File: config.mk
export PLATFORM = sky130hd
export DESIGN_NAME = serial_command_frame_parser
export DESIGN_NICKNAME = d
export VERILOG_FILES = /design/src/rtl/scfp_pkg.sv /design/src/rtl/scfp_ctrl.sv /design/src/rtl/scfp_datapath.sv /design/src/rtl/serial_command_frame_parser.sv
export SDC_FILE = /design/constraint.sdc
export NUM_CORES = 1
export LEC_CHECK = 0
export ABC_AREA = 1
export BUFFER_PORTS_ARGS = -buffer_cell sky130_fd_sc_hd__buf_2
export CAP_MARGIN = 20
export CELL_PAD_IN_SITES_DETAIL_PLACEMENT = 1
export CELL_PAD_IN_SITES_GLOBAL_PLACEMENT = 1
export CORE_ASPECT_RATIO = 1.1
export CORE_UTILIZATION = 50
export CTS_BUF_LIST = sky130_fd_sc_hd__clkbuf_4 sky130_fd_sc_hd__clkbuf_8
export DETAILED_ROUTE_END_ITERATION = 10
export PLACE_DENSITY = 0.85
export SYNTH_ARGS = -nofsm -noshare
export SYNTH_HDL_FRONTEND = slang
export SYNTH_HIERARCHICAL = 1
export SYNTH_SLANG_ARGS = --single-unit
File: constraint.sdc
create_clock -name clk -period 3.8 [get_ports clk]
set_clock_uncertainty 0.05 [all_clocks]
set_input_delay 0.76 -clock clk [delete_from_list [all_inputs] [get_ports clk]]
set_output_delay 0.76 -clock clk [all_outputs]
set_load 0.05 [all_outputs]
File: src/rtl/scfp_pkg.sv
// Shared types, constants and codes for the serial command frame parser.
package scfp_pkg;

	localparam int MAX_DATA_BYTES_DEF = 22;

	localparam int BYTE_W  = 8;
	localparam int KIND_W  = 2;
	localparam int COUNT_W = 5;
	localparam int WIDTH_W = 2;
	localparam int INDEX_W = 5;
	localparam int CFG_IDX_W = 2;
	localparam int OUT_DATA_W = 32;

	localparam logic [KIND_W-1:0] EV_DATA    = 2'd0;
	localparam logic [KIND_W-1:0] EV_CLEAR   = 2'd1;
	localparam logic [KIND_W-1:0] EV_DISCARD = 2'd2;

	localparam logic [CFG_IDX_W-1:0] CFG_HEADER = 2'd0;
	localparam logic [CFG_IDX_W-1:0] CFG_ENDING = 2'd1;
	localparam logic [CFG_IDX_W-1:0] CFG_CLEAR  = 2'd2;

	localparam logic [BYTE_W-1:0] HEADER_RST = 8'hAA;
	localparam logic [BYTE_W-1:0] ENDING_RST = 8'h55;
	localparam logic [BYTE_W-1:0] CLEAR_RST  = 8'h00;

	localparam logic [BYTE_W-1:0] COUNT_SHORT  = 8'd1;
	localparam logic [BYTE_W-1:0] COUNT_PAIR   = 8'd2;
	localparam logic [BYTE_W-1:0] COUNT_LONG   = 8'd22;
	localparam logic [BYTE_W-1:0] WIDTH_LIMIT  = 8'd2;
	localparam logic [COUNT_W-1:0] CLEAR_COUNT = 5'd1;
	localparam logic [WIDTH_W-1:0] CLEAR_WIDTH = 2'd1;

	typedef struct packed {
		logic frame_start;
		logic take_reg;
		logic take_count;
		logic take_width;
		logic take_data;
		logic emit_start;
		logic emit_clear;
		logic emit_load;
		logic discard;
	} ctrl_cmd_t;

	typedef struct packed {
		logic hdr_match;
		logic count_ok;
		logic width_ok;
		logic end_ok;
		logic clear_hit;
		logic clear_shape_ok;
		logic fill_done;
		logic emit_last;
		logic pre_ready;
		logic out_free;
	} dp_status_t;

endpackage

File: src/rtl/scfp_ctrl.sv
// Frame parse sequencer: phase state machine that drives the datapath commands.
module scfp_ctrl (
	input  logic                  clk,
	input  logic                  arst_n,
	input  logic                  s_tvalid,
	output logic                  s_tready,
	input  scfp_pkg::dp_status_t  sts,
	output scfp_pkg::ctrl_cmd_t   cmd
);

	localparam logic [2:0] ST_HUNT  = 3'd0;
	localparam logic [2:0] ST_REG   = 3'd1;
	localparam logic [2:0] ST_COUNT = 3'd2;
	localparam logic [2:0] ST_WIDTH = 3'd3;
	localparam logic [2:0] ST_DATA  = 3'd4;
	localparam logic [2:0] ST_END   = 3'd5;
	localparam logic [2:0] ST_EMIT  = 3'd6;

	logic [2:0] state_q;
	logic [2:0] state_d;
	logic       fire;

	always_comb begin
		unique case (state_q) inside
			ST_EMIT:                     s_tready = 1'b0;
			ST_COUNT, ST_WIDTH, ST_END:  s_tready = sts.out_free;
			default:                     s_tready = 1'b1;
		endcase
	end

	assign fire = s_tvalid && s_tready;

	always_comb begin
		state_d = state_q;
		cmd     = '0;
		unique case (state_q)
			ST_HUNT: begin
				if (fire && sts.hdr_match) begin
					cmd.frame_start = 1'b1;
					state_d = ST_REG;
				end
			end
			ST_REG: begin
				if (fire) begin
					cmd.take_reg = 1'b1;
					state_d = ST_COUNT;
				end
			end
			ST_COUNT: begin
				if (fire) begin
					if (sts.count_ok) begin
						cmd.take_count = 1'b1;
						state_d = ST_WIDTH;
					end else begin
						cmd.discard = 1'b1;
						state_d = ST_HUNT;
					end
				end
			end
			ST_WIDTH: begin
				if (fire) begin
					if (sts.width_ok) begin
						cmd.take_width = 1'b1;
						state_d = ST_DATA;
					end else begin
						cmd.discard = 1'b1;
						state_d = ST_HUNT;
					end
				end
			end
			ST_DATA: begin
				if (fire) begin
					cmd.take_data = 1'b1;
					if (sts.fill_done) begin
						state_d = ST_END;
					end
				end
			end
			ST_END: begin
				if (fire) begin
					if (!sts.end_ok || (sts.clear_hit && !sts.clear_shape_ok)) begin
						cmd.discard = 1'b1;
						state_d = ST_HUNT;
					end else begin
						cmd.emit_start = 1'b1;
						cmd.emit_clear = sts.clear_hit;
						state_d = ST_EMIT;
					end
				end
			end
			ST_EMIT: begin
				if (sts.pre_ready && sts.out_free) begin
					cmd.emit_load = 1'b1;
					if (sts.emit_last) begin
						state_d = ST_HUNT;
					end
				end
			end
			default: begin
				state_d = ST_HUNT;
			end
		endcase
	end

	always_ff @(posedge clk or negedge arst_n) begin
		if (!arst_n) begin
			state_q <= ST_HUNT;
		end else begin
			state_q <= state_d;
		end
	end

`ifndef SYNTHESIS
	a_no_accept_in_emit: assert property (@(posedge clk) disable iff (!arst_n)
		state_q == ST_EMIT |-> !s_tready)
		else $error("input accepted during result burst");
	a_load_needs_room: assert property (@(posedge clk) disable iff (!arst_n)
		(cmd.emit_load || cmd.discard) |-> sts.out_free)
		else $error("output register overwritten");
	a_emit_returns: assert property (@(posedge clk) disable iff (!arst_n)
		(state_q == ST_EMIT && cmd.emit_load && sts.emit_last) |=> state_q == ST_HUNT)
		else $error("burst end did not return to hunting");
`endif

endmodule

File: src/rtl/scfp_datapath.sv
// Frame datapath: config registers, held header fields, data buffer, output register.
module scfp_datapath #(
	parameter int MAX_DATA_BYTES = scfp_pkg::MAX_DATA_BYTES_DEF
) (
	input  logic                                   clk,
	input  logic                                   arst_n,
	input  logic                                   cfg_wr_en,
	input  logic [scfp_pkg::CFG_IDX_W-1:0]         cfg_index,
	input  logic [scfp_pkg::BYTE_W-1:0]            cfg_data,
	input  logic [scfp_pkg::BYTE_W-1:0]            rx_byte,
	input  scfp_pkg::ctrl_cmd_t                    cmd,
	output scfp_pkg::dp_status_t                   sts,
	input  logic                                   m_tready,
	output logic                                   m_tvalid,
	output logic [scfp_pkg::KIND_W-1:0]            ev_kind,
	output logic [scfp_pkg::BYTE_W-1:0]            ev_register,
	output logic [scfp_pkg::COUNT_W-1:0]           ev_count,
	output logic [scfp_pkg::WIDTH_W-1:0]           ev_width,
	output logic [scfp_pkg::INDEX_W-1:0]           ev_index,
	output logic [scfp_pkg::BYTE_W-1:0]            ev_value,
	output logic                                   ev_last
);

	localparam int AW = $clog2(MAX_DATA_BYTES);

	logic [scfp_pkg::BYTE_W-1:0]  header_q, ending_q, clear_q;
	logic [scfp_pkg::BYTE_W-1:0]  held_reg_q;
	logic [scfp_pkg::COUNT_W-1:0] held_count_q;
	logic [scfp_pkg::WIDTH_W-1:0] held_width_q;
	logic [scfp_pkg::INDEX_W-1:0] fill_q;
	logic [scfp_pkg::INDEX_W-1:0] n_q;
	logic                         pre_q;
	logic [scfp_pkg::KIND_W-1:0]  emit_kind_q;

	logic [scfp_pkg::BYTE_W-1:0]  mem [MAX_DATA_BYTES];
	logic [scfp_pkg::BYTE_W-1:0]  rd_data_q;
	logic [AW-1:0]                rd_addr;
	logic [scfp_pkg::INDEX_W-1:0] n_next;

	logic                         out_valid_q;
	logic [scfp_pkg::KIND_W-1:0]  out_kind_q;
	logic [scfp_pkg::BYTE_W-1:0]  out_reg_q;
	logic [scfp_pkg::COUNT_W-1:0] out_count_q;
	logic [scfp_pkg::WIDTH_W-1:0] out_width_q;
	logic [scfp_pkg::INDEX_W-1:0] out_index_q;
	logic [scfp_pkg::BYTE_W-1:0]  out_value_q;
	logic                         out_last_q;

	// Status toward the sequencer
	assign sts.hdr_match = rx_byte == header_q;
	assign sts.count_ok  = (rx_byte == scfp_pkg::COUNT_SHORT || rx_byte == scfp_pkg::COUNT_PAIR
		|| rx_byte == scfp_pkg::COUNT_LONG) && (rx_byte <= scfp_pkg::BYTE_W'(MAX_DATA_BYTES));
	assign sts.width_ok  = rx_byte <= scfp_pkg::WIDTH_LIMIT;
	assign sts.end_ok    = rx_byte == ending_q;
	assign sts.clear_hit = held_reg_q == clear_q;
	assign sts.clear_shape_ok = held_count_q == scfp_pkg::CLEAR_COUNT
		&& held_width_q == scfp_pkg::CLEAR_WIDTH;
	assign sts.fill_done = ({1'b0, fill_q} + 6'd1) >= {1'b0, held_count_q};
	assign sts.emit_last = ({1'b0, n_q} + 6'd1) == {1'b0, held_count_q};
	assign sts.pre_ready = pre_q;
	assign sts.out_free  = !out_valid_q || m_tready;

	// Configuration registers
	always_ff @(posedge clk or negedge arst_n) begin
		if (!arst_n) begin
			header_q <= scfp_pkg::HEADER_RST;
			ending_q <= scfp_pkg::ENDING_RST;
			clear_q  <= scfp_pkg::CLEAR_RST;
		end else if (cfg_wr_en) begin
			unique case (cfg_index)
				scfp_pkg::CFG_HEADER: header_q <= cfg_data;
				scfp_pkg::CFG_ENDING: ending_q <= cfg_data;
				scfp_pkg::CFG_CLEAR:  clear_q  <= cfg_data;
				default: ;
			endcase
		end
	end

	// Held frame fields and counters
	always_ff @(posedge clk or negedge arst_n) begin
		if (!arst_n) begin
			held_reg_q   <= '0;
			held_count_q <= '0;
			held_width_q <= '0;
			fill_q       <= '0;
			n_q          <= '0;
			pre_q        <= 1'b0;
			emit_kind_q  <= scfp_pkg::EV_DATA;
		end else begin
			if (cmd.frame_start) begin
				held_reg_q   <= '0;
				held_count_q <= '0;
				held_width_q <= '0;
				fill_q       <= '0;
			end
			if (cmd.take_reg) begin
				held_reg_q <= rx_byte;
			end
			if (cmd.take_count) begin
				held_count_q <= rx_byte[scfp_pkg::COUNT_W-1:0];
			end
			if (cmd.take_width) begin
				held_width_q <= rx_byte[scfp_pkg::WIDTH_W-1:0];
				fill_q       <= '0;
			end
			if (cmd.take_data) begin
				fill_q <= fill_q + 5'd1;
			end
			if (cmd.emit_start) begin
				n_q         <= '0;
				pre_q       <= 1'b0;
				emit_kind_q <= cmd.emit_clear ? scfp_pkg::EV_CLEAR : scfp_pkg::EV_DATA;
			end else begin
				pre_q <= 1'b1;
				if (cmd.emit_load) begin
					n_q <= n_next;
				end
			end
		end
	end

	// Prefetch the entry after the one being loaded so results go out back to back
	assign n_next  = n_q + 5'd1;
	assign rd_addr = cmd.emit_load ? AW'(n_next) : AW'(n_q);

	always_ff @(posedge clk) begin
		if (cmd.take_data) begin
			mem[AW'(fill_q)] <= rx_byte;
		end
	end

	always_ff @(posedge clk) begin
		rd_data_q <= mem[rd_addr];
	end

	// Output register
	always_ff @(posedge clk or negedge arst_n) begin
		if (!arst_n) begin
			out_valid_q <= 1'b0;
		end else if (cmd.discard || cmd.emit_load) begin
			out_valid_q <= 1'b1;
		end else if (m_tready) begin
			out_valid_q <= 1'b0;
		end
	end

	always_ff @(posedge clk) begin
		if (cmd.discard) begin
			out_kind_q  <= scfp_pkg::EV_DISCARD;
			out_reg_q   <= held_reg_q;
			out_count_q <= held_count_q;
			out_width_q <= held_width_q;
			out_index_q <= '0;
			out_value_q <= rx_byte;
			out_last_q  <= 1'b1;
		end else if (cmd.emit_load) begin
			out_kind_q  <= emit_kind_q;
			out_reg_q   <= held_reg_q;
			out_count_q <= held_count_q;
			out_width_q <= held_width_q;
			out_index_q <= n_q;
			out_value_q <= rd_data_q;
			out_last_q  <= sts.emit_last;
		end
	end

	assign m_tvalid    = out_valid_q;
	assign ev_kind     = out_kind_q;
	assign ev_register = out_reg_q;
	assign ev_count    = out_count_q;
	assign ev_width    = out_width_q;
	assign ev_index    = out_index_q;
	assign ev_value    = out_value_q;
	assign ev_last     = out_last_q;

`ifndef SYNTHESIS
	a_fill_in_range: assert property (@(posedge clk) disable iff (!arst_n)
		cmd.take_data |-> fill_q < held_count_q)
		else $error("data byte beyond declared count");
	a_emit_in_range: assert property (@(posedge clk) disable iff (!arst_n)
		cmd.emit_load |-> n_q < held_count_q)
		else $error("result index beyond declared count");
	a_emit_after_prefetch: assert property (@(posedge clk) disable iff (!arst_n)
		cmd.emit_start |=> !cmd.emit_load)
		else $error("result loaded before buffer read returned");
`endif

endmodule

File: src/rtl/serial_command_frame_parser.sv
// Top level of the serial command frame parser: sequencer plus datapath.
//
//  channel  | direction | handshake          | payload
//  ---------+-----------+--------------------+-------------------------------------------
//  s_       | in        | s_tvalid/s_tready  | s_tdata: rx_byte
//  m_       | out       | m_tvalid/m_tready  | m_tuser: kind; m_tdata: frame fields; m_tlast
//  cfg_     | in        | cfg_wr_en          | cfg_index, cfg_data (no read-back)
//
// Each received byte is taken when s_tvalid and s_tready are both high. A good
// frame (data or clear) emits its results after the ending byte: the data buffer
// is read first, then one result goes out per cycle while the output register is
// free. Input is held off during that burst.
// Count, width and ending bytes wait while the output register is full, since
// they may cause a discard; other bytes are taken regardless.
// Reset returns to hunting for the header and restores the config defaults;
// the data buffer is not cleared (only bytes written in the current frame are read).
module serial_command_frame_parser #(
	parameter int MAX_DATA_BYTES = scfp_pkg::MAX_DATA_BYTES_DEF
) (
	input  logic                                clk,
	input  logic                                arst_n,
	// request input: one received byte
	input  logic                                s_tvalid,
	output logic                                s_tready,
	input  logic [7:0]                          s_tdata,   // [7:0] rx_byte
	// result output
	output logic                                m_tvalid,
	input  logic                                m_tready,
	// [7:0] target_register, [12:8] data_count, [14:13] element_width,
	// [19:15] byte_index, [27:20] byte_value, [31:28] zero
	output logic [scfp_pkg::OUT_DATA_W-1:0]     m_tdata,
	output logic [scfp_pkg::KIND_W-1:0]         m_tuser,   // [1:0] event_kind
	output logic                                m_tlast,   // last_of_frame
	// configuration writes
	input  logic                                cfg_wr_en,
	input  logic [scfp_pkg::CFG_IDX_W-1:0]      cfg_index,
	input  logic [scfp_pkg::BYTE_W-1:0]         cfg_data
);

	scfp_pkg::ctrl_cmd_t  cmd;
	scfp_pkg::dp_status_t sts;

	logic [scfp_pkg::BYTE_W-1:0]  ev_register;
	logic [scfp_pkg::COUNT_W-1:0] ev_count;
	logic [scfp_pkg::WIDTH_W-1:0] ev_width;
	logic [scfp_pkg::INDEX_W-1:0] ev_index;
	logic [scfp_pkg::BYTE_W-1:0]  ev_value;

	// Phase sequencer: decides what each accepted byte means
	scfp_ctrl u_ctrl (
		.clk      (clk),
		.arst_n   (arst_n),
		.s_tvalid (s_tvalid),
		.s_tready (s_tready),
		.sts      (sts),
		.cmd      (cmd)
	);

	// Datapath: holds header fields, buffers data bytes, drives the output register
	scfp_datapath #(
		.MAX_DATA_BYTES (MAX_DATA_BYTES)
	) u_datapath (
		.clk         (clk),
		.arst_n      (arst_n),
		.cfg_wr_en   (cfg_wr_en),
		.cfg_index   (cfg_index),
		.cfg_data    (cfg_data),
		.rx_byte     (s_tdata),
		.cmd         (cmd),
		.sts         (sts),
		.m_tready    (m_tready),
		.m_tvalid    (m_tvalid),
		.ev_kind     (m_tuser),
		.ev_register (ev_register),
		.ev_count    (ev_count),
		.ev_width    (ev_width),
		.ev_index    (ev_index),
		.ev_value    (ev_value),
		.ev_last     (m_tlast)
	);

	// Pack result fields, lowest first, zero pad to a whole byte
	assign m_tdata = {4'b0000, ev_value, ev_index, ev_width, ev_count, ev_register};

endmodule

==> results of run 1 <==
report_power, final:
part,switching (mW),internal [mW],leakage [nW],total [mW]
clock network,1.15,1.45,0.479,2.60
logic,0.751,0.333,2.63,1.08
registers,0.173,3.38,2.56,3.56
total,2.07,5.16,5.67,7.23
sequential cells by signal, summed over array words and instances, names as in the netlist, 8 cells and up:
signal	flops
u_datapath/held_reg_q	8
u_datapath/ev_value	8
u_datapath/ev_register	8
u_datapath/mem	176
u_datapath/clear_q	8
u_datapath/ending_q	8
u_datapath/header_q	8
u_datapath/rd_data_q	8
critical path, delay by kind of cell (launching register included):
kind	cells	cell delay (ps)
DFF	1	430
xor gates and xnor gates	1	180
AOI/OAI and AO/OA	3	420
buffers and inverters	3	680
and+or+nand+nor	4	950
worst paths after layout:
check	slack, ps	to	cells after the start	start
min reg2reg	410	u_datapath/ev_kind[0]	2	u_datapath/ev_kind[0]
max in group asynchronous	2700	u_datapath/header_q[3]	2	arst_n
min in group clk	410	u_datapath/ev_kind[0]	2	u_datapath/ev_kind[0]
max reg2reg	760	u_datapath/ev_register[6]	11	u_datapath/held_reg_q[6]
max	760	u_datapath/ev_register[6]	11	u_datapath/held_reg_q[6]
min	100	u_ctrl/state_q[0]	1	arst_n
synthesized netlist by cell type (all sizes together) (9+ instances only):
master | instances | area [sq um]
dfxtp | 16 | 320
nand3 | 191 | 983
nand4 | 13 | 81.3
nand3b | 32 | 240
o211ai | 9 | 67.6
dfrtp | 47 | 1180
nor2 | 56 | 210
xnor2 | 24 | 210
edfxtp | 199 | 5980
nand2 | 204 | 791
o21ai | 79 | 414
inv | 171 | 644
ha | 10 | 125
a21oi | 13 | 76.3
buf | 43 | 273
final cells by class:
| type | count | area [sq um] | share of cell area |
|---|---|---|---|
| tap | 305 | 382 | 0.0280 |
| timing repair buffer | 94 | 631 | 0.0462 |
| sequential | 270 | 7680 | 0.563 |
| multi-input combinational | 659 | 3390 | 0.249 |
| clock inverter | 11 | 82.6 | 0.00605 |
| clock buffer | 70 | 826 | 0.0605 |
| inverter | 172 | 648 | 0.0475 |
per-layer routing:
| layer | vias to the layer above | part of all wire |
|---|---|---|
| li1 | 4050 | - |
| met1 | 4491 | 0.38 |
| met2 | 341 | 0.51 |
| met3 | 113 | 0.063 |
| met4 | 0 | 0.048 |
| met5 | - | 0 |
cells by family (layout without fill, tap and decap cells):
| group | Yosys count | count (layout) |
|---|---|---|
| AOI/OAI and AO/OA | 110 | 110 |
| buffers and inverters | 223 | 347 |
| xor gates and xnor gates | 30 | 30 |
| DFF | 270 | 270 |
| and+or+nand+nor | 505 | 505 |
| other | 1 | 4 |
| adders and majority gates | 10 | 10 |
through the flow:
| stage | setup WS [ps] | std cells | hold slack (ps) | instance area [sq um] | utilization |
|---|---|---|---|---|---|
| floorplan | 1080 | 1152 | 375 | 12000 | - |
| global placement | 597 | 1500 | 380 | 12700 | 0.539 |
| detailed placement | 359 | 1500 | 398 | 12700 | 0.539 |
| CTS | 807 | 1581 | 86.0 | 13600 | 0.577 |
| global route | 554 | 1581 | 105 | 13600 | 0.577 |
| finish | 765 | 1581 | 102 | 13600 | 0.577 |
==> impl_metrics.json, run 1 <==
{
  "yosysWarnings": 6,
  "startpoint_type": "flip-flop",
  "cp.required_ps": 3990,
  "fin_setup_tns_ps": 0,
  "synthSimpleGateAreaFrac": 0.197,
  "h-tree-depth": 2,
  "async_flop_share": 0.204,
  "dr.pass1.iters": 5,
  "synthFlopType": "edfxtp_1",
  "crit_chain": "xnor2_1 > nand4_1 > nor2_1 > inv_1 > o21ai_1 > o21a_1 > o21ai_0 > nor3_1 > nor2_1 > inv_1 > buf_4",
  "drtIter0Drc": 610,
  "critPathArrivalTime_ps": 3220,
  "root_buffer": "clkbuf_8",
  "drv_slew": 0,
  "dp_hpwl_um": 23700,
  "worstSkewPairLatency_ps": 550,
  "synthDistinctLibCells": 38,
  "path_max_fanout": 18,
  "rsz0062_at_grt": "no",
  "num_vias": 8995,
  "clk_pin_slew_worst_paths_ps": 60,
  "synthCells": 1149,
  "drc_errors": 0,
  "synthMuxAreaShare": 0,
  "grtUsageMet3": 0.0555,
  "drv_cap": 0,
  "floorplan.initialDensity": 0.508,
  "cts_buffer_depth": 3,
  "tritoncts": "done",
  "cpPeakStageDelay_ps": 490,
  "ios": 60,
  "area_growth_pct": 13.7,
  "fillerInstances": 2600,
  "outcome": "finished clean",
  "overflow": 0,
  "cts_buffers": 44,
  "post_cts_resized": 0,
  "crit_slowest_cell": "nor3_1",
  "setup_viol": 0,
  "relSlewSlack": 0.261,
  "drive_above_1_share": 0.161,
  "antenna_found_initial": 1,
  "grtUsageMet2": 0.519,
  "wl_per_cell_um": 22.2,
  "synthAdderAreaFrac": 0.0104,
  "n_antenna_cell": 0,
  "die_h_um": 164,
  "fmax_ghz": 0.329,
  "die_w_um": 150,
  "cp-end-kind": "flip-flop",
  "viasPerCell": 5.69,
  "ys_ff_latch": 270,
  "cts_sinks": 270,
  "power_density_mw_per_mm2": 530,
  "power_leakage_nw": 5.67,
  "rows": 59,
  "timing.final.hold_violations": 0,
  "routed_wl_um": 35100,
  "ctsHoldBuffers": 0,
  "postRouteAntennaNets": 0,
  "hp-class": "input port to asynchronous set/reset pin",
  "avgSynthCellArea_sq_um": 10.4,
  "numPortBuffers": 55,
  "synth_area_sq_mm": 0.0120,
  "gp_congestion": 0.860,
  "synth_top_family_by_area": "simple AND/OR/NAND/NOR gates",
  "synth-compound-area-share": 0.0515,
  "grt_pass1_wl_um": 54100,
  "finalNetCount": 1274,
  "die_area_sq_mm": 0.0246,
  "final_cell_mix": "edfxtp_1, nand2_1, nand3_1",
  "crit_type": "flip-flop to flip-flop",
  "grt_max_degree": 66,
  "final_common_cell": "edfxtp_1",
  "vdd_drop_max_mv": 0.354,
  "p_total_mw": 7.23,
  "synth_seq_area_share": 0.640,
  "synth_edf_count": 199,
  "grt_pass1_vias": 9664,
  "fin_crit_sh": 0.799,
  "grt_busiest_layer": "met2",
  "worstMarginPinSlew_ps": 1110,
  "synth_xor_area_frac": 0.0219,
  "fp.coreArea_sq_mm": 0.0236,
  "layout_min_cycle_time_ps": 3040,
  "met1_usage": 0.344,
  "grtUsageTotal": 0.297,
  "cts_setup_buffers": 0
}
Power figures use the tool's default switching activity.
==> run 2, diff against run 1 <==
--- a/config.mk
+++ b/config.mk
@@ -11,10 +11,10 @@
 export CELL_PAD_IN_SITES_DETAIL_PLACEMENT = 1
 export CELL_PAD_IN_SITES_GLOBAL_PLACEMENT = 1
 export CORE_ASPECT_RATIO = 1.1
-export CORE_UTILIZATION = 50
+export CORE_UTILIZATION = 46
 export CTS_BUF_LIST = sky130_fd_sc_hd__clkbuf_4 sky130_fd_sc_hd__clkbuf_8
 export DETAILED_ROUTE_END_ITERATION = 10
-export PLACE_DENSITY = 0.85
+export PLACE_DENSITY = 0.83
 export SYNTH_ARGS = -nofsm -noshare
 export SYNTH_HDL_FRONTEND = slang
 export SYNTH_HIERARCHICAL = 1
==> constraint.sdc (replaced) <==
create_clock -name clk -period 2.6 [get_ports clk]
set_clock_uncertainty 0.05 [all_clocks]
set_input_delay 0.52 -clock clk [delete_from_list [all_inputs] [get_ports clk]]
set_output_delay 0.52 -clock clk [all_outputs]
set_load 0.05 [all_outputs]
==> impl_metrics.json, run 2 (synthesized netlist as in run 1, its figures left out) <==
{
  "outcome": "finished clean",
  "num_vias": 9004,
  "crit_chain": "xnor2_1 > nand4_1 > nor2_1 > inv_1 > o21ai_2 > o21a_1 > o21ai_0 > nor3_2 > buf_4 > inv_2 > o21ai_0",
  "cts_buffer_depth": 3,
  "vdd_drop_max_mv": 0.546,
  "drv_slew": 0,
  "gp_congestion": 0.832,
  "rows": 61,
  "drv_cap": 0,
  "timing.final.hold_violations": 0,
  "whs_ps": 72.9,
  "power_density_mw_per_mm2": 763,
  "critPathBufInv": 3,
  "design_area_sq_mm": 0.0141,
  "cp-end-kind": "flip-flop",
  "rr_worst_depth": 11,
  "grt_pass1_vias": 9682,
  "largest_register": "u_datapath/mem",
  "postRouteAntennaNets": 0,
  "cpPeakStageDelay_ps": 450,
  "worstSkewPairLatency_ps": 550,
  "viasPerCell": 5.44,
  "largest_register_ffs": 176,
  "ios": 60,
  "crit_top_cell": "o21ai_0",
  "critPathArrivalTime_ps": 2760,
  "startpoint_type": "flip-flop",
  "dr.pass1.iters": 5,
  "drc_errors": 0,
  "clk_pin_slew_worst_paths_ps": 60,
  "grt_pass1_wl_um": 54400,
  "setup_viol": 0,
  "hp-class": "input port to asynchronous set/reset pin",
  "dpl-instance-area_sq_mm": 0.0131,
  "power_leakage_nw": 5.89,
  "crit_start": "u_datapath/held_reg_q[1]",
  "worst-path-stages": 11,
  "crit_path_end": "u_datapath/ev_value[5]",
  "die_w_um": 156,
  "cts_sinks": 270,
  "drive_above_1_share": 0.183,
  "fin_crit_sh": 0.951,
  "h-tree-depth": 2,
  "area_growth_pct": 17.1,
  "cp.required_ps": 2890,
  "overflow": 0,
  "floorplan.initialDensity": 0.472,
  "cp_top_family": "compound AO/OA/AOI/OAI gates",
  "antenna_found_initial": 0,
  "dp_hpwl_um": 24200,
  "cts_buffers": 43,
  "crit_slowest_cell": "dfrtp_1",
  "r2r-start": "u_datapath/held_reg_q[1]",
  "r2r_setup_slack_ps": 130,
  "finalNetCount": 1310,
  "fmax_ghz": 0.404,
  "worstMarginPinSlew_ps": 752,
  "crit_type": "flip-flop to flip-flop",
  "die_h_um": 171,
  "fp.coreArea_sq_mm": 0.0254,
  "layout_min_cycle_time_ps": 2470,
  "final_common_cell": "edfxtp_1",
  "root_buffer": "clkbuf_8",
  "n_antenna_cell": 0,
  "rr_endpoint": "u_datapath/ev_value[5]",
  "relSlewSlack": 0.499,
  "wl_per_cell_um": 21.2,
  "routed_wl_um": 35100,
  "grt_max_degree": 56,
  "tritoncts": "done",
  "drtIter0Drc": 659,
  "die_area_sq_mm": 0.0267,
  "numPortBuffers": 55,
  "grtUsageTotal": 0.273,
  "final_cell_mix": "edfxtp_1, nand2_1, nand3_1",
  "path_max_fanout": 17
}
==> run 2: cell types whose count changed in the layout (fill, tap and decap cells not counted), moves of 2 or more <==
| cell | change |
|---|---|
| clkinv_1 | +4 |
| buf_4 | +31 |
| inv_1 | -2 |
| bufinv_16 | +2 |
| clkbuf_4 | -7 |
| buf_12 | +4 |
| buf_6 | +2 |
| clkinvlp_4 | -2 |
==> run 2: layer usage <==
metal  GRT usage  wire length, um
met5           0                0
met1       0.324            13600
met4       0.138             1480
met2       0.479            18300
met3      0.0461             1690
==> run 2: timing repair <==
item	CTS	global route
hold buffers	0	0
resized for setup	0	11
setup buffers	0	3
endpoints found under the setup margin	0	46
==> run 2: layout make-up <==
| cell class | count | area [sq um] |
|---|---|---|
| sequential | 270 | 7680 |
| timing repair buffer | 131 | 966 |
| tap | 346 | 433 |
| clock buffer | 62 | 759 |
| clock inverter | 16 | 148 |
| multi-input combinational | 659 | 3410 |
| inverter | 172 | 651 |
| fill | 2791 | 11400 |
==> run 2: how the worst min path moves through the flow <==
stage / to / slack, ps / cells after the start
CTS: u_datapath/emit_kind_q[0] / 80 / 2
detailed placement: u_datapath/ev_count[2] / 400 / 0
global placement: u_datapath/ev_count[2] / 380 / 0
floorplan: u_ctrl/state_q[0] / 170 / 0
finish: u_ctrl/state_q[1] / 70 / 2
global route: u_datapath/fill_q[4] / 130 / 2
==> run 2: report_power, final <==
group / total, mW / switching, mW / internal, mW
Clock: 3.85 / 1.68 / 2.18
Sequential: 5.22 / 0.273 / 4.94
Combinational: 1.65 / 1.11 / 0.534
Total: 10.7 / 3.07 / 7.65
==> run 2: through the flow <==
stage	instances	total power [mW]	util	setup TNS (ps)	setup WS, ps
2_1_floorplan	1152	6.27	-	0	118
3_3_place_gp	1575	6.76	0.515	-510	-87.0
3_5_place_dp	1575	6.87	0.515	-2680	-188
4_1_cts	1653	10.7	0.551	0	7.63
5_1_grt	1656	11.1	0.553	-55.0	-22.8
6_report	1656	10.7	0.553	0	127
==> run 3, diff against run 2 <==
--- a/config.mk
+++ b/config.mk
@@ -17,5 +17,4 @@
 export PLACE_DENSITY = 0.83
 export SYNTH_ARGS = -nofsm -noshare
 export SYNTH_HDL_FRONTEND = slang
-export SYNTH_HIERARCHICAL = 1
 export SYNTH_SLANG_ARGS = --single-unit
==> impl_metrics.json, run 3 <==
{
  "synth_top_area_share": 0.491,
  "worstMarginPinSlew_ps": 733,
  "largest_register_ffs": 176,
  "cts_sinks": 270,
  "yosysWarnings": 0,
  "grtUsageTotal": 0.269,
  "fillerInstances": 2889,
  "num_vias": 9041,
  "fmax_ghz": 0.404,
  "r2r_setup_slack_ps": 130,
  "rows": 62,
  "die_area_sq_mm": 0.0271,
  "worstSkewPairLatency_ps": 570,
  "grt_pass1_vias": 9809,
  "relSlewSlack": 0.511,
  "dr.pass1.iters": 6,
  "synthTopCellsByCount": "nand2_1, edfxtp_1, nand3_1, inv_1, nor2_1",
  "area_growth_pct": 15.1,
  "cts_buffer_depth": 3,
  "gp_congestion": 0.870,
  "routed_wl_um": 34900,
  "grt_pass1_wl_um": 54800,
  "overflow": 0,
  "synth_area_leader_cell": "edfxtp_1",
  "drv_cap": 0,
  "largest_register": "u_datapath.mem",
  "startpoint_type": "flip-flop",
  "critPathArrivalTime_ps": 2680,
  "ys_ff_latch": 270,
  "postRouteAntennaNets": 0,
  "yosysMostFrequentCell": "nand2_1",
  "hp-class": "input port to asynchronous set/reset pin",
  "rsz0062_at_grt": "yes",
  "synthFlopType": "edfxtp_1",
  "avgSynthCellArea_sq_um": 10.4,
  "outcome": "finished clean",
  "async_flop_share": 0.204,
  "crit_type": "flip-flop to flip-flop",
  "drive_above_1_share": 0.181,
  "placed_cells": 1568,
  "numPortBuffers": 55,
  "layout_min_cycle_time_ps": 2470,
  "wl_per_cell_um": 21.2,
  "cp-end-kind": "flip-flop",
  "synth_area_sq_mm": 0.0122,
  "setup_viol": 0,
  "viasPerCell": 5.49,
  "dp_slack_ps": 59.2,
  "drtIter0Drc": 633,
  "path_max_fanout": 12,
  "ys_top_cells_by_area": "edfxtp_1, dfrtp_1, nand2_1, nand3_1, inv_1",
  "synthCells": 1164,
  "stdcell_count": 1648,
  "vdd_drop_max_mv": 0.580,
  "antenna_found_initial": 0,
  "final_common_cell": "nand2_1",
  "timing.final.hold_violations": 0,
  "floorplan.initialDensity": 0.467,
  "root_buffer": "clkbuf_8",
  "grt_max_degree": 66,
  "cts_buffers": 44,
  "synth_seq_area_share": 0.632,
  "rr_endpoint": "u_datapath.mem[14][5]",
  "fin_crit_sh": 0.952,
  "dp_hpwl_um": 23200,
  "fp.coreArea_sq_mm": 0.0261,
  "finalNetCount": 1295,
  "h-tree-depth": 2,
  "power_density_mw_per_mm2": 751,
  "r2r-start": "u_ctrl.state_q[2]",
  "die_h_um": 173,
  "cp.required_ps": 2800,
  "n_antenna_cell": 0,
  "worst_slack_ps": 125,
  "final_cell_mix": "nand2_1, edfxtp_1, nand3_1",
  "ios": 60,
  "drv_slew": 0,
  "synthDistinctLibCells": 44,
  "power_leakage_nw": 5.98,
  "drc_errors": 0,
  "whs_ps": 41.9,
  "p_total_mw": 10.5,
  "synth_edf_count": 199,
  "clk_pin_slew_worst_paths_ps": 60,
  "tritoncts": "done",
  "rr_worst_depth": 10,
  "die_w_um": 157
}
-- run 3: cell types whose count changed in the layout (fill, tap and decap cells not counted), moves of 5 or more --
cell      change
nand2_1      +53
inv_1        -27
buf_4        -22
nand3b_1     +17
o21ai_0      -12
nor2_1        -8
o211ai_1      -8
clkbuf_4      +7
clkinv_1      -5
or2_2         +5
xnor2_1       -5
-- run 3: per-stage QoR --
step / TNS, ps / util / area (sq um)
floorplan: -10640 / - / 12200
global placement: 0 / 0.501 / 13100
detailed placement: 0 / 0.501 / 13100
CTS: 0 / 0.536 / 14000
global route: 0 / 0.537 / 14000
finish: 0 / 0.537 / 14000
-- run 3: cells by family (layout without fill, tap and decap cells) --
kind of cell,Yosys count,in the layout,synth area share
compound gates,81,81,0.0384
fa+ha+maj,10,10,0.0103
buf+inv,196,325,0.0702
mux,2,2,0.00165
simple gates,574,574,0.226
other cells,1,4,0.000308
xor+xnor,30,30,0.0216
flops,270,270,0.632
-- run 3: power breakdown --
group / switching, mW / internal, mW / leakage [nW]
registers: 0.225 / 4.94 / 2.57
clock network: 1.68 / 2.12 / 0.485
logic: 1.08 / 0.471 / 2.92
total: 2.98 / 7.53 / 5.98
-- run 3: critical path, stage by stage, from the launching register on --
cell and delay [ps]:
dfrtp_1 540, inv_2 110, nand2_1 120, nand2_2 100, a21oi_4 130, and2_4 270, nand2_4 80, inv_2 230
nand2_4 150, nor2_1 180, buf_4 190
-- run 3: how the worst max path moves through the flow --
| stage | startpoint | endpoint | slack, ps |
|---|---|---|---|
| floorplan | u_datapath.m_tvalid | u_datapath.mem[20][0] | -70 |
| CTS | u_ctrl.state_q[2] | u_datapath.mem[2][6] | 30 |
| global placement | m_tready | u_datapath.mem[2][1] | 90 |
| finish | u_ctrl.state_q[2] | u_datapath.mem[14][5] | 130 |
| global route | u_ctrl.state_q[2] | u_datapath.mem[6][3] | 6 |
| detailed placement | m_tready | u_datapath.rd_data_q[2] | 60 |
-- run 3: what timing repair did --
action | in CTS | in global routing
hold buffers | 0 | 0
endpoints found under the setup margin | 0 | 19
resized for setup | 0 | 7
setup buffers | 0 | 0
-- run 3: routing by layer --
layer	part of all wire	global-route usage	up-vias
met5	0	0	-
met4	0.041	0.121	0
met3	0.059	0.0451	98
met2	0.51	0.467	320
met1	0.39	0.325	4524
li1	-	-	4099
-- run 3: final cells by class --
| cell class | instances | area [sq um] | share of cell area |
|---|---|---|---|
| Timing Repair Buffer | 106 | 758 | 0.0542 |
| Clock inverter | 10 | 82.6 | 0.00590 |
| Clock buffer | 70 | 826 | 0.0590 |
| Sequential cell | 270 | 7680 | 0.549 |
| Multi-Input combinational cell | 701 | 3680 | 0.263 |
| Inverter | 139 | 522 | 0.0373 |
| Tap cell | 352 | 440 | 0.0315 |
